==> config.mk <==
export PLATFORM = sky130hd
export DESIGN_NAME = ini_text_tokenizer_core
export DESIGN_NICKNAME = d
export VERILOG_FILES = /design/src/hdl/itt_pkg.sv /design/src/hdl/ini_text_tokenizer_core.sv
export SDC_FILE = /design/constraint.sdc
export NUM_CORES = 1
export LEC_CHECK = 0
export ABC_AREA = 1
export ABC_CLOCK_PERIOD_IN_PS = 4800
export BUFFER_PORTS_ARGS = -buffer_cell sky130_fd_sc_hd__buf_2
export CAP_MARGIN = 20
export CORE_ASPECT_RATIO = 0.5
export CORE_MARGIN = 3
export CORE_UTILIZATION = 40
export CTS_CLUSTER_DIAMETER = 30
export DETAILED_ROUTE_END_ITERATION = 16
export SETUP_SLACK_MARGIN = 0.05
export SYNTH_ARGS = -nofsm -noshare
export SYNTH_HDL_FRONTEND = slang
export SYNTH_SLANG_ARGS = --single-unit
==> constraint.sdc <==
create_clock -name clk_i -period 4.8 [get_ports clk_i]
set_input_delay 0.48 -clock clk_i [delete_from_list [all_inputs] [get_ports clk_i]]
set_output_delay 0.48 -clock clk_i [all_outputs]
set_load 0.1 [all_outputs]
==> src/hdl/itt_pkg.sv <==
// Shared types, character codes and helper functions for the INI text tokenizer.
package itt_pkg;

  // Counter widths; line and column stop at their all-ones value.
  localparam int unsigned LINE_BITS   = 16;
  localparam int unsigned COLUMN_BITS = 12;

  // Widths of the reported position fields.
  localparam int unsigned POS_LINE_W   = 16;
  localparam int unsigned POS_COLUMN_W = 12;

  // Character codes.
  localparam logic [7:0] CH_TAB    = 8'h09;
  localparam logic [7:0] CH_LF     = 8'h0A;
  localparam logic [7:0] CH_VT     = 8'h0B;
  localparam logic [7:0] CH_FF     = 8'h0C;
  localparam logic [7:0] CH_CR     = 8'h0D;
  localparam logic [7:0] CH_SPACE  = 8'h20;
  localparam logic [7:0] CH_DQUOTE = 8'h22;
  localparam logic [7:0] CH_HASH   = 8'h23;
  localparam logic [7:0] CH_SQUOTE = 8'h27;
  localparam logic [7:0] CH_LPAREN = 8'h28;
  localparam logic [7:0] CH_RPAREN = 8'h29;
  localparam logic [7:0] CH_COMMA  = 8'h2C;
  localparam logic [7:0] CH_EQUALS = 8'h3D;
  localparam logic [7:0] CH_AT     = 8'h40;
  localparam logic [7:0] CH_LBRACK = 8'h5B;
  localparam logic [7:0] CH_RBRACK = 8'h5D;

  // Directive name lengths.
  localparam logic [3:0] INC_LEN = 4'd7;
  localparam logic [3:0] TRY_LEN = 4'd10;

  // Lexer modes, one-hot.
  typedef enum logic [5:0] {
    MODE_IDLE      = 6'b000001,
    MODE_COMMENT   = 6'b000010,
    MODE_SECTION   = 6'b000100,
    MODE_WORD      = 6'b001000,
    MODE_QUOTED    = 6'b010000,
    MODE_DIRECTIVE = 6'b100000
  } mode_e;

  typedef enum logic [3:0] {
    START_NONE      = 4'd0,
    START_SECTION   = 4'd1,
    START_WORD      = 4'd2,
    START_QUOTED    = 4'd3,
    START_ASSIGN    = 4'd4,
    START_LPAREN    = 4'd5,
    START_RPAREN    = 4'd6,
    START_COMMA     = 4'd7,
    START_DIRECTIVE = 4'd8
  } start_e;

  typedef enum logic [2:0] {
    CLOSE_NONE       = 3'd0,
    CLOSE_SECTION    = 3'd1,
    CLOSE_WORD       = 3'd2,
    CLOSE_QUOTED     = 3'd3,
    CLOSE_INCLUDE    = 3'd4,
    CLOSE_TRYINCLUDE = 3'd5
  } close_e;

  typedef enum logic [2:0] {
    ERR_NONE        = 3'd0,
    ERR_SECT_NL     = 3'd1,
    ERR_SECT_RSVD   = 3'd2,
    ERR_SECT_EOF    = 3'd3,
    ERR_SECT_EMPTY  = 3'd4,
    ERR_OPEN_QUOTE  = 3'd5,
    ERR_BAD_DIR     = 3'd6,
    ERR_STRAY       = 3'd7
  } err_e;

  // Characters that end a word and may not appear in a section name.
  function automatic logic is_rsvd_char(input logic [7:0] b);
    return (b == CH_LPAREN) || (b == CH_RPAREN) || (b == CH_COMMA) ||
           (b == CH_SQUOTE) || (b == CH_DQUOTE) || (b == CH_LBRACK) ||
           (b == CH_RBRACK) || (b == CH_AT) || (b == CH_HASH) || (b == CH_EQUALS);
  endfunction

  function automatic logic is_wspace(input logic [7:0] b);
    return (b == CH_SPACE) || (b == CH_TAB) || (b == CH_LF) ||
           (b == CH_VT) || (b == CH_FF) || (b == CH_CR);
  endfunction

  // Letter of "include" at a given position.
  function automatic logic [7:0] inc_char(input logic [3:0] pos);
    logic [7:0] c;
    unique case (pos)
      4'd0:    c = "i";
      4'd1:    c = "n";
      4'd2:    c = "c";
      4'd3:    c = "l";
      4'd4:    c = "u";
      4'd5:    c = "d";
      4'd6:    c = "e";
      default: c = 8'h00;
    endcase
    return c;
  endfunction

  // Letter of "tryinclude" at a given position.
  function automatic logic [7:0] try_char(input logic [3:0] pos);
    logic [7:0] c;
    unique case (pos)
      4'd0:    c = "t";
      4'd1:    c = "r";
      4'd2:    c = "y";
      4'd3:    c = "i";
      4'd4:    c = "n";
      4'd5:    c = "c";
      4'd6:    c = "l";
      4'd7:    c = "u";
      4'd8:    c = "d";
      4'd9:    c = "e";
      default: c = 8'h00;
    endcase
    return c;
  endfunction

  // Kind of directive that closes here, or none if the name is incomplete.
  function automatic close_e dir_close(input logic [1:0] match, input logic [3:0] pos);
    close_e k;
    k = CLOSE_NONE;
    if (match[0] && (pos == INC_LEN)) begin
      k = CLOSE_INCLUDE;
    end else if (match[1] && (pos == TRY_LEN)) begin
      k = CLOSE_TRYINCLUDE;
    end
    return k;
  endfunction

endpackage

==> src/hdl/ini_text_tokenizer_core.sv <==
// Top level of the INI text tokenizer: input register, lexer step and result register.
//
// The tokenizer takes one text byte per word and returns one result word for it, one
// word per cycle sustained while the output side is ready. A word passes through an
// input register, then the lexer step (mode, counters and directive matcher, all one
// shallow stage), then the result register, where its result waits until the output
// side takes it. The input register lets one more word be taken while a result waits
// at the output. The end flag reports the document's final status and returns every
// counter and mode to its reset value.
module ini_text_tokenizer_core
  import itt_pkg::*;
(
  input  logic                    clk_i,
  input  logic                    rst_ni,
  input  logic                    in_valid_i,
  output logic                    in_ready_o,
  input  logic [7:0]              in_byte_i,
  input  logic                    end_of_input_i,
  output logic                    out_valid_o,
  input  logic                    out_ready_i,
  output logic [3:0]              start_kind_o,
  output logic                    value_valid_o,
  output logic [7:0]              value_byte_o,
  output logic [2:0]              closed_kind_o,
  output logic [POS_LINE_W-1:0]   pos_line_o,
  output logic [POS_COLUMN_W-1:0] pos_column_o,
  output logic [2:0]              error_code_o,
  output logic                    doc_done_o
);

  localparam logic [LINE_BITS-1:0]   LINE_TOP  = '1;
  localparam logic [COLUMN_BITS-1:0] COL_TOP   = '1;
  localparam logic [LINE_BITS-1:0]   LINE_INIT = LINE_BITS'(1);
  localparam logic [31:0] POS_LINE_TOP   = 32'((64'd1 << POS_LINE_W) - 64'd1);
  localparam logic [31:0] POS_COLUMN_TOP = 32'((64'd1 << POS_COLUMN_W) - 64'd1);

  // Input register.
  logic       in_valid_q;
  logic [7:0] byte_q;
  logic       end_q;

  // Result register.
  logic                    out_valid_q;
  start_e                  sk_q;
  logic                    vv_q;
  logic [7:0]              vb_q;
  close_e                  ck_q;
  logic [POS_LINE_W-1:0]   pl_q;
  logic [POS_COLUMN_W-1:0] pc_q;
  err_e                    err_q;
  logic                    done_q;

  // Lexer state.
  mode_e                  mode_q, mode_d;
  logic                   qdouble_q, qdouble_d;
  logic [LINE_BITS-1:0]   line_q, line_d;
  logic [COLUMN_BITS-1:0] col_q, col_d;
  logic                   sect_ne_q, sect_ne_d;
  logic [3:0]             dpos_q, dpos_d;
  logic [1:0]             dmatch_q, dmatch_d;
  err_e                   held_q, held_d;

  // Step outputs.
  start_e                  sk;
  logic                    vv;
  logic [7:0]              vb;
  close_e                  ck;
  err_e                    err;
  logic                    done;
  logic [POS_LINE_W-1:0]   pl;
  logic [POS_COLUMN_W-1:0] pc;

  logic        advance;
  logic        fire;
  logic [31:0] line_wide;
  logic [31:0] col_wide;

  // The input register moves on whenever the result register is free or being emptied.
  assign advance    = !out_valid_q || out_ready_i;
  assign fire       = in_valid_q && advance;
  assign in_ready_o = !in_valid_q || advance;

  // Reported position, clipped to the width of the output fields.
  assign line_wide = 32'(line_q);
  assign col_wide  = 32'(col_q);
  assign pl = (line_wide > POS_LINE_TOP)   ? '1 : line_wide[POS_LINE_W-1:0];
  assign pc = (col_wide  > POS_COLUMN_TOP) ? '1 : col_wide[POS_COLUMN_W-1:0];

  // Lexer step for the word in the input register.
  always_comb begin
    logic       redo;
    logic       col_inc;
    logic       line_inc;
    logic       col_clr;
    logic [1:0] m;

    sk        = START_NONE;
    vv        = 1'b0;
    vb        = 8'h00;
    ck        = CLOSE_NONE;
    err       = ERR_NONE;
    done      = 1'b0;
    mode_d    = mode_q;
    qdouble_d = qdouble_q;
    line_d    = line_q;
    col_d     = col_q;
    sect_ne_d = sect_ne_q;
    dpos_d    = dpos_q;
    dmatch_d  = dmatch_q;
    held_d    = held_q;
    redo      = 1'b0;
    col_inc   = 1'b0;
    line_inc  = 1'b0;
    col_clr   = 1'b0;
    m         = 2'b00;

    if (end_q) begin
      // End of document: report what is left open, then return to reset values.
      if (held_q != ERR_NONE) begin
        err = held_q;
      end else if (mode_q == MODE_WORD) begin
        ck = CLOSE_WORD;
      end else if (mode_q == MODE_DIRECTIVE) begin
        ck = dir_close(dmatch_q, dpos_q);
        if (ck == CLOSE_NONE) begin
          err = ERR_BAD_DIR;
        end
      end else if (mode_q == MODE_SECTION) begin
        err = ERR_SECT_EOF;
      end else if (mode_q == MODE_QUOTED) begin
        err = ERR_OPEN_QUOTE;
      end
      done      = 1'b1;
      mode_d    = MODE_IDLE;
      qdouble_d = 1'b0;
      line_d    = LINE_INIT;
      col_d     = '0;
      sect_ne_d = 1'b0;
      dpos_d    = 4'd0;
      dmatch_d  = 2'b11;
      held_d    = ERR_NONE;
    end else if (held_q != ERR_NONE) begin
      err = held_q;
    end else begin
      // Per-mode handling of the byte.
      unique case (mode_q)
        MODE_COMMENT: begin
          if (byte_q == CH_LF) begin
            mode_d = MODE_IDLE;
            redo   = 1'b1;
          end else begin
            col_inc = 1'b1;
          end
        end
        MODE_SECTION: begin
          if (byte_q == CH_RBRACK) begin
            if (sect_ne_q) begin
              ck     = CLOSE_SECTION;
              mode_d = MODE_IDLE;
            end else begin
              err = ERR_SECT_EMPTY;
            end
          end else if (byte_q == CH_LF) begin
            err = ERR_SECT_NL;
          end else if (is_rsvd_char(byte_q)) begin
            err = ERR_SECT_RSVD;
          end else begin
            vv        = 1'b1;
            vb        = byte_q;
            sect_ne_d = 1'b1;
            col_inc   = 1'b1;
          end
        end
        MODE_QUOTED: begin
          if (byte_q == (qdouble_q ? CH_DQUOTE : CH_SQUOTE)) begin
            ck     = CLOSE_QUOTED;
            mode_d = MODE_IDLE;
          end else begin
            vv      = 1'b1;
            vb      = byte_q;
            col_inc = 1'b1;
          end
        end
        MODE_WORD: begin
          if (is_wspace(byte_q) || is_rsvd_char(byte_q)) begin
            ck     = CLOSE_WORD;
            mode_d = MODE_IDLE;
            redo   = 1'b1;
          end else begin
            vv      = 1'b1;
            vb      = byte_q;
            col_inc = 1'b1;
          end
        end
        MODE_DIRECTIVE: begin
          if ((byte_q == CH_SPACE) || (byte_q == CH_TAB)) begin
            ck = dir_close(dmatch_q, dpos_q);
            if (ck == CLOSE_NONE) begin
              err = ERR_BAD_DIR;
            end else begin
              mode_d = MODE_IDLE;
              redo   = 1'b1;
            end
          end else begin
            m[0] = dmatch_q[0] && (dpos_q < INC_LEN) && (byte_q == inc_char(dpos_q));
            m[1] = dmatch_q[1] && (dpos_q < TRY_LEN) && (byte_q == try_char(dpos_q));
            dmatch_d = m;
            if (m == 2'b00) begin
              err = ERR_BAD_DIR;
            end else begin
              dpos_d  = dpos_q + 4'd1;
              col_inc = 1'b1;
            end
          end
        end
        default: begin
          mode_d = MODE_IDLE;
          redo   = 1'b1;
        end
      endcase

      // Idle handling, also for a byte that just ended a word, comment or directive.
      if (redo && (err == ERR_NONE)) begin
        unique case (byte_q)
          CH_LF: begin
            line_inc = 1'b1;
            col_clr  = 1'b1;
          end
          CH_SPACE, CH_TAB: begin
            col_inc = 1'b1;
          end
          CH_EQUALS: begin
            sk      = START_ASSIGN;
            col_inc = 1'b1;
          end
          CH_LPAREN: begin
            sk      = START_LPAREN;
            col_inc = 1'b1;
          end
          CH_RPAREN: begin
            sk      = START_RPAREN;
            col_inc = 1'b1;
          end
          CH_COMMA: begin
            sk      = START_COMMA;
            col_inc = 1'b1;
          end
          CH_HASH: begin
            mode_d  = MODE_COMMENT;
            col_inc = 1'b1;
          end
          CH_LBRACK: begin
            sk        = START_SECTION;
            mode_d    = MODE_SECTION;
            sect_ne_d = 1'b0;
          end
          CH_AT: begin
            sk       = START_DIRECTIVE;
            mode_d   = MODE_DIRECTIVE;
            dpos_d   = 4'd0;
            dmatch_d = 2'b11;
          end
          CH_SQUOTE, CH_DQUOTE: begin
            sk        = START_QUOTED;
            mode_d    = MODE_QUOTED;
            qdouble_d = (byte_q == CH_DQUOTE);
          end
          CH_RBRACK, CH_CR, CH_VT, CH_FF: begin
            err = ERR_STRAY;
          end
          default: begin
            sk      = START_WORD;
            vv      = 1'b1;
            vb      = byte_q;
            mode_d  = MODE_WORD;
            col_inc = 1'b1;
          end
        endcase
      end

      // Counters, which saturate at their top value.
      if (line_inc && (line_q < LINE_TOP)) begin
        line_d = line_q + LINE_BITS'(1);
      end
      if (col_clr) begin
        col_d = '0;
      end else if (col_inc && (col_q < COL_TOP)) begin
        col_d = col_q + COLUMN_BITS'(1);
      end

      // An error clears the token fields and freezes everything but the held code.
      if (err != ERR_NONE) begin
        held_d    = err;
        sk        = START_NONE;
        vv        = 1'b0;
        vb        = 8'h00;
        ck        = CLOSE_NONE;
        mode_d    = mode_q;
        qdouble_d = qdouble_q;
        line_d    = line_q;
        col_d     = col_q;
        sect_ne_d = sect_ne_q;
        dpos_d    = dpos_q;
        dmatch_d  = dmatch_q;
      end
    end
  end

  // Input register control.
  always_ff @(posedge clk_i or negedge rst_ni) begin
    if (!rst_ni) begin
      in_valid_q <= 1'b0;
    end else if (in_valid_i && in_ready_o) begin
      in_valid_q <= 1'b1;
    end else if (advance) begin
      in_valid_q <= 1'b0;
    end
  end

  // Input register payload.
  always_ff @(posedge clk_i) begin
    if (in_valid_i && in_ready_o) begin
      byte_q <= in_byte_i;
      end_q  <= end_of_input_i;
    end
  end

  // Lexer state, updated as each word moves into the result register.
  always_ff @(posedge clk_i or negedge rst_ni) begin
    if (!rst_ni) begin
      mode_q    <= MODE_IDLE;
      qdouble_q <= 1'b0;
      line_q    <= LINE_INIT;
      col_q     <= '0;
      sect_ne_q <= 1'b0;
      dpos_q    <= 4'd0;
      dmatch_q  <= 2'b11;
      held_q    <= ERR_NONE;
    end else if (fire) begin
      mode_q    <= mode_d;
      qdouble_q <= qdouble_d;
      line_q    <= line_d;
      col_q     <= col_d;
      sect_ne_q <= sect_ne_d;
      dpos_q    <= dpos_d;
      dmatch_q  <= dmatch_d;
      held_q    <= held_d;
    end
  end

  // Result register control.
  always_ff @(posedge clk_i or negedge rst_ni) begin
    if (!rst_ni) begin
      out_valid_q <= 1'b0;
    end else if (advance) begin
      out_valid_q <= in_valid_q;
    end
  end

  // Result register payload.
  always_ff @(posedge clk_i) begin
    if (fire) begin
      sk_q   <= sk;
      vv_q   <= vv;
      vb_q   <= vb;
      ck_q   <= ck;
      pl_q   <= pl;
      pc_q   <= pc;
      err_q  <= err;
      done_q <= done;
    end
  end

  assign out_valid_o   = out_valid_q;
  assign start_kind_o  = sk_q;
  assign value_valid_o = vv_q;
  assign value_byte_o  = vb_q;
  assign closed_kind_o = ck_q;
  assign pos_line_o    = pl_q;
  assign pos_column_o  = pc_q;
  assign error_code_o  = err_q;
  assign doc_done_o    = done_q;

endmodule

=== After elaboration in Yosys (flattened, before gate mapping) ===
Memories as Yosys holds them, arrays and structs flattened.
Index checks and enable logic that the tools add are counted.

* Register bits after elaboration: 104
* Latch bits: 0
* Memory bits (writable): 0
* Bits in read-only memories: 112
* Input bits: 13
* Logic and storage cells: 268
* Memories kept: 1

* Add/subtract/negate cells: 3
* Multiply operators: 0
* Divide/modulo/power cells: 0
* Magnitude comparators: 6
* Eq/ne operators: 34
* Shift-type cells: 0
* Multiplexer cells: 146
* Bitwise logic cells: 1
* Reductions and logical operators: 57

{| class="wikitable"
|+ Memory list
! name !! depth !! bits a word !! read ports !! clocked after Yosys merged registers in !! wr ports !! RTL line !! RTL
|-
| (name not given) || 16 || 7 || 1 || 0 || 0 || itt_pkg.sv:107 || <nowiki>unique case (pos)</nowiki>
|}

{| class="wikitable"
|+ Operators with widths
! kind !! count
|-
| 3-bit two-way mux || 40
|-
| 8-bit two-way mux || 15
|-
| 6-bit two-way mux || 11
|-
| 8-bit by 6-bit equality test with 1-bit output (second input constant) || 8
|-
| 16-bit two-way mux || 4
|-
| 12-bit two-way mux || 5
|-
| 6-bit case mux with 5 select lines || 2
|-
| 7-bit case mux with 7 select lines || 1
|-
| 1-bit two-way mux || 42
|-
| 8-bit by 4-bit equality test with 1-bit output (second input constant) || 5
|-
| 4-bit two-way mux || 8
|-
| 4-bit case mux with 8 select lines || 1
|-
| 8-bit by 7-bit equality test with 1-bit output (second input constant) || 3
|-
| 8-bit case mux with 3 select lines || 1
|-
| 2-bit two-way mux || 11
|-
| 1-bit logical OR || 17
|-
| 16-bit by 1-bit adder with 16-bit output (second input constant) || 1
|-
| 4-bit by 3-bit equality test with 1-bit output (second input constant) || 4
|-
| 8-bit equality test || 2
|-
| 16-bit greater-than comparator (second input constant) || 1
|-
| 16-bit less-than comparator (second input constant) || 1
|-
| 16-bit OR reduction || 1
|-
| 12-bit by 1-bit adder with 12-bit output (second input constant) || 1
|-
| 12-bit greater-than comparator (second input constant) || 1
|-
| 36 further kinds || 61
|}

=== Logic depth before layout (Yosys ltp) ===
* Word-level depth: 27
* Gate-level depth with buffers: 20
* Gate-level depth less buffers: 19

=== Worst setup path before layout ===
OpenSTA, ideal clock, no wires.

* Path type: register to register
* Start: register out_valid_q (netlist: out_valid_o)
* End: register byte_q[0], enable pin
* Setup time: 0.284 ns
* Arrival: 2.422 ns
* Path slack: 2.094 ns
* Cell stages (with the launch flop): 4
* Buffers on the path: 0
* Path through: dfrtp_1 nand3_1 nand2_1 inv_1

* Cells in the longest elaborated chain, start to end: 4

{| class="wikitable"
|+ RTL lines
! item !! RTL line !! RTL
|-
| start: declaration || ini_text_tokenizer_core.sv:43 || <nowiki>logic out_valid_q;</nowiki>
|-
| start signal: assignment || ini_text_tokenizer_core.sv:356 || <nowiki>out_valid_q <= in_valid_q;</nowiki>
|-
| 1-bit zero test || ini_text_tokenizer_core.sv:79 || <nowiki>assign advance = !out_valid_q || out_ready_i;</nowiki>
|-
| 1-bit logical OR || ini_text_tokenizer_core.sv:79 ||
|-
| 1-bit logical OR || ini_text_tokenizer_core.sv:81 || <nowiki>assign in_ready_o = !in_valid_q || advance;</nowiki>
|-
| via in_ready_o || ini_text_tokenizer_core.sv:16 || <nowiki>output logic in_ready_o,</nowiki>
|-
| 1-bit logical AND || ini_text_tokenizer_core.sv:322 || <nowiki>if (in_valid_i && in_ready_o) begin</nowiki>
|-
| end signal: assignment || ini_text_tokenizer_core.sv:323 || <nowiki>byte_q <= in_byte_i;</nowiki>
|-
| end: declaration || ini_text_tokenizer_core.sv:39 || <nowiki>logic [7:0] byte_q;</nowiki>
|}

The timed path passes the listed nets, and every way through them passes these cells.
A chain may end at the register's enable or synchronous reset.

=== Worst setup path in the final report ===
* Start: register end_q
* End: register line_q[12]

* Cells in the longest elaborated chain, start to end: 2
* Elaborated cells on any way between the ends: 5
* Those cells by class: eq/ne (2); mux (1); reduce/logical (2)

{| class="wikitable"
|+ RTL lines
! item !! RTL line !! RTL
|-
| start: declaration || ini_text_tokenizer_core.sv:40 || <nowiki>logic end_q;</nowiki>
|-
| start signal: assignment || ini_text_tokenizer_core.sv:324 || <nowiki>end_q <= end_of_input_i;</nowiki>
|-
| 2-bit inequality test (no line) / 2-bit nonzero test (equally long branches) || n/a ||
|-
| 4-bit AND reduction (no line) || n/a ||
|-
| end signal: assignment || ini_text_tokenizer_core.sv:342 || <nowiki>line_q <= line_d;</nowiki>
|-
| end: declaration || ini_text_tokenizer_core.sv:56 || <nowiki>logic [LINE_BITS-1:0] line_q, line_d;</nowiki>
|}

Several ways; a longest one is shown, not always the timed one.

==> results.md <==
- CTS Hold Buffers Added: 0
- Commonest non-fill, non-tap cells in the layout: 214 x nand2_1, 88 x nand3_1, 84 x nor2_1
- Area contributors post-synth: edfxtp_1 28%, dfrtp_1 18%, nand2_1 13%
- Clock sinks: 104
- Pin count of the biggest net entering global routing: 52
- Port Buffer Count: 62
- Maximum net fanout on the critical path: 20
- Die Area: 0.0169 mm^2
- Worst-Skew Late Latency: 0.35 ns
- Drt pass-1 iters: 7
- Core Region: 0.0147 mm^2
- Max clock buf depth: 2
- ANT nets after route: 0
- Initial Util: 41.5%
- Rows: 31
- Vias after detailed routing: 5333
- Reg2reg start: end_q$_DFFE_PP_
- Max_slew headroom: 38.5%
- Total Routed Length: 15000 um
- Worst-path clk slew: 0.08 ns
- Outcome: completed
- Gr usage total: 18.0%
- Syn_nets: 790
- Clk root buf: clkbuf_16
- Antenna fix cells: 0
- Post-synth EDFFs: 57
- Synthesized cell area: 0.00610 mm^2
- Post-synth top flop: edfxtp_1
- Syn. warnings: 0
- Required @ worst endpoint: 5.03 ns
- Startpoint types: flip-flop
- CTS buffer count: 9
- Count of cell types in the netlist: 45
- Cts repair resizes: 0
- Synth area leader: edfxtp_1
- GR Overflow Total: 0
- Worst r2r dst: line_q[12]$_DFFE_PN0P_
- Worst-margin pin slew: 0.922 ns
- Hold Path Class: in2async
- Post-synth ARST share: 45.2%
- Part of the Yosys area used for sequential elements: 47.4%
- RSZ-0062 raised after global routing: false
- H-Tree Depth: 3
- Remaining DRCs: 0
- Syn Area/Cell: 7.92 um^2
- Crit path capture type: flip-flop
- Final hold violations: 0
- Tmin final: 3.06 ns
- Area share of the largest cell type after synthesis: 28.1%
- Arrival time at the worst endpoint: 3.29 ns
- TritonCTS clock tree: yes
- Count of state elements after synthesis: 104
- Number of DRC markers in iteration 0: 439
- Fin crit share: 63.7%
- Setup bufs post-CTS: 0
- P per Cell Area: 395 mW/mm^2
- Cells after Synth: 770
- Final HPWL DP: 10900 um
- Die width: 181 um
- Peak VDD IR: 247 uV
- Initial antenna violation count: 0
- R2R depth: 7
- Post-route clock skew: 0.0112 ns
- Max Clk Rate: 327 MHz
- Setup TNS: 0 ns
- P_leak: 3.25 nW
- Commonest non-fill, non-tap cell in the layout: nand2_1
- Max-cap viol count: 0
- Synth-to-Final Area Change: 12.3%
- Slew Viols, Final: 0
- Share of cells above drive strength 1: 17.4%
- Crit Path Category: reg2reg
- Final setup fails: 0
- Gpl congestion: 0.967
- DR WL/cell: 14.7 um
- Final Util: 46.6%
- Via density per instance: 5.22
- Vias in the first global route: 5020
- # IOs: 63
- Die H: 93.3 um
- Flop-to-flop setup slack: 1.74 ns
- Final #Nets: 839
- First-pass GRT wire length: 24800 um
cell type report:
cell class / count / area (um^2)
fill: 1444 / 7850
sequential: 104 / 2890
multi-input combinational: 555 / 2760
timing repair buffer: 65 / 345
inverter: 84 / 317
tap: 198 / 248
clock buffer: 10 / 229
clock inverter: 6 / 63.8
worst max-delay path: stages, from the launching register on:
cell and delay [ns]:
edfxtp_1 0.96, inv_1 0.18, a21oi_2 0.65, inv_1 0.33, a21oi_4 0.38, inv_2 0.24
nand2_1 0.13, o21ai_2 0.05
cell usage after synthesis (2+ instances only):
cell type,count
nor4_1,2
ha_1,7
buf_4,3
nor2_8,2
dfrtp_1,43
nand3b_1,6
nand2_4,7
buf_2,6
inv_2,11
o21ai_0,23
nand2_1,214
edfxtp_1,57
a211oi_1,2
buf_6,2
o32ai_1,2
o21ai_1,9
nor2_2,11
xnor2_1,2
nor2_4,4
nand3_1,88
a21oi_1,19
o21ai_2,6
nor3_1,15
nor3b_1,2
nor2_1,84
o211ai_1,2
inv_1,72
nand2_2,8
clkbuf_1,15
a31oi_1,4
dfstp_2,4
or2_2,4
xor2_1,5
nand4_1,17
and2_1,2
state kept, by name, indices dropped and copies added (netlist names), 4 cells and up:
signal	flops
start_kind_o	4
mode_q	6
byte_q	8
value_byte_o	8
pos_column_o	12
col_q	12
pos_line_o	16
dpos_q	4
line_q	16
cell families (layout without fill, tap and decap cells):
logic type | after synthesis | after routing | synth area share [%]
AND/OR/NAND/NOR | 467 | 467 | 35.1
flip-flops | 104 | 104 | 47.4
buffers and inverters | 111 | 165 | 7.40
AO/OA/AOI/OAI | 74 | 74 | 7.61
adder cells (fa/ha/maj) | 7 | 7 | 1.44
XOR/XNOR | 7 | 7 | 1.00
through the flow:
| step | instance area (um^2) | hold slack, ns | instances | power [mW] | setup slack, ns |
|---|---|---|---|---|---|
| finish | 6850 | 0.218 | 1022 | 2.71 | 1.74 |
| global route | 6850 | 0.284 | 1022 | 2.83 | 1.47 |
| CTS | 6830 | 0.241 | 1021 | 2.72 | 1.80 |
| detailed placement | 6540 | 0.487 | 1005 | 1.99 | 1.81 |
| global placement | 6540 | 0.478 | 1005 | 1.98 | 1.90 |
| floorplan | 6100 | 0.184 | 770 | 1.85 | 2.09 |
worst max-delay path by stage:
stage,to,start,cells after the start
2_1_floorplan,byte_q[0]$_DFFE_PP_,out_valid_o$_DFFE_PN0P_,3
3_3_place_gp,line_q[12]$_DFFE_PN0P_,end_q$_DFFE_PP_,7
3_5_place_dp,line_q[3]$_DFFE_PN0P_,end_q$_DFFE_PP_,7
4_1_cts,line_q[12]$_DFFE_PN0P_,end_q$_DFFE_PP_,7
5_1_grt,col_q[0]$_DFFE_PN0P_,dpos_q[2]$_DFFE_PN0P_,16
6_report,line_q[12]$_DFFE_PN0P_,end_q$_DFFE_PP_,7
where the power goes:
group	internal (mW)	switching, mW
clock	0.367	0.361
combinational	0.140	0.681
sequential	1.07	0.0824
layer usage:
metal  global-route usage [%]  up-vias  share of wire [%]
met3                     3.07       21                5.8
met2                     28.8      181                 44
met1                     25.6     2495                 49
met4                     4.79        0                1.4
met5                        0        -                  0
li1                         -     2636                  -
Note: power is estimated with default switching activity, not from simulation.
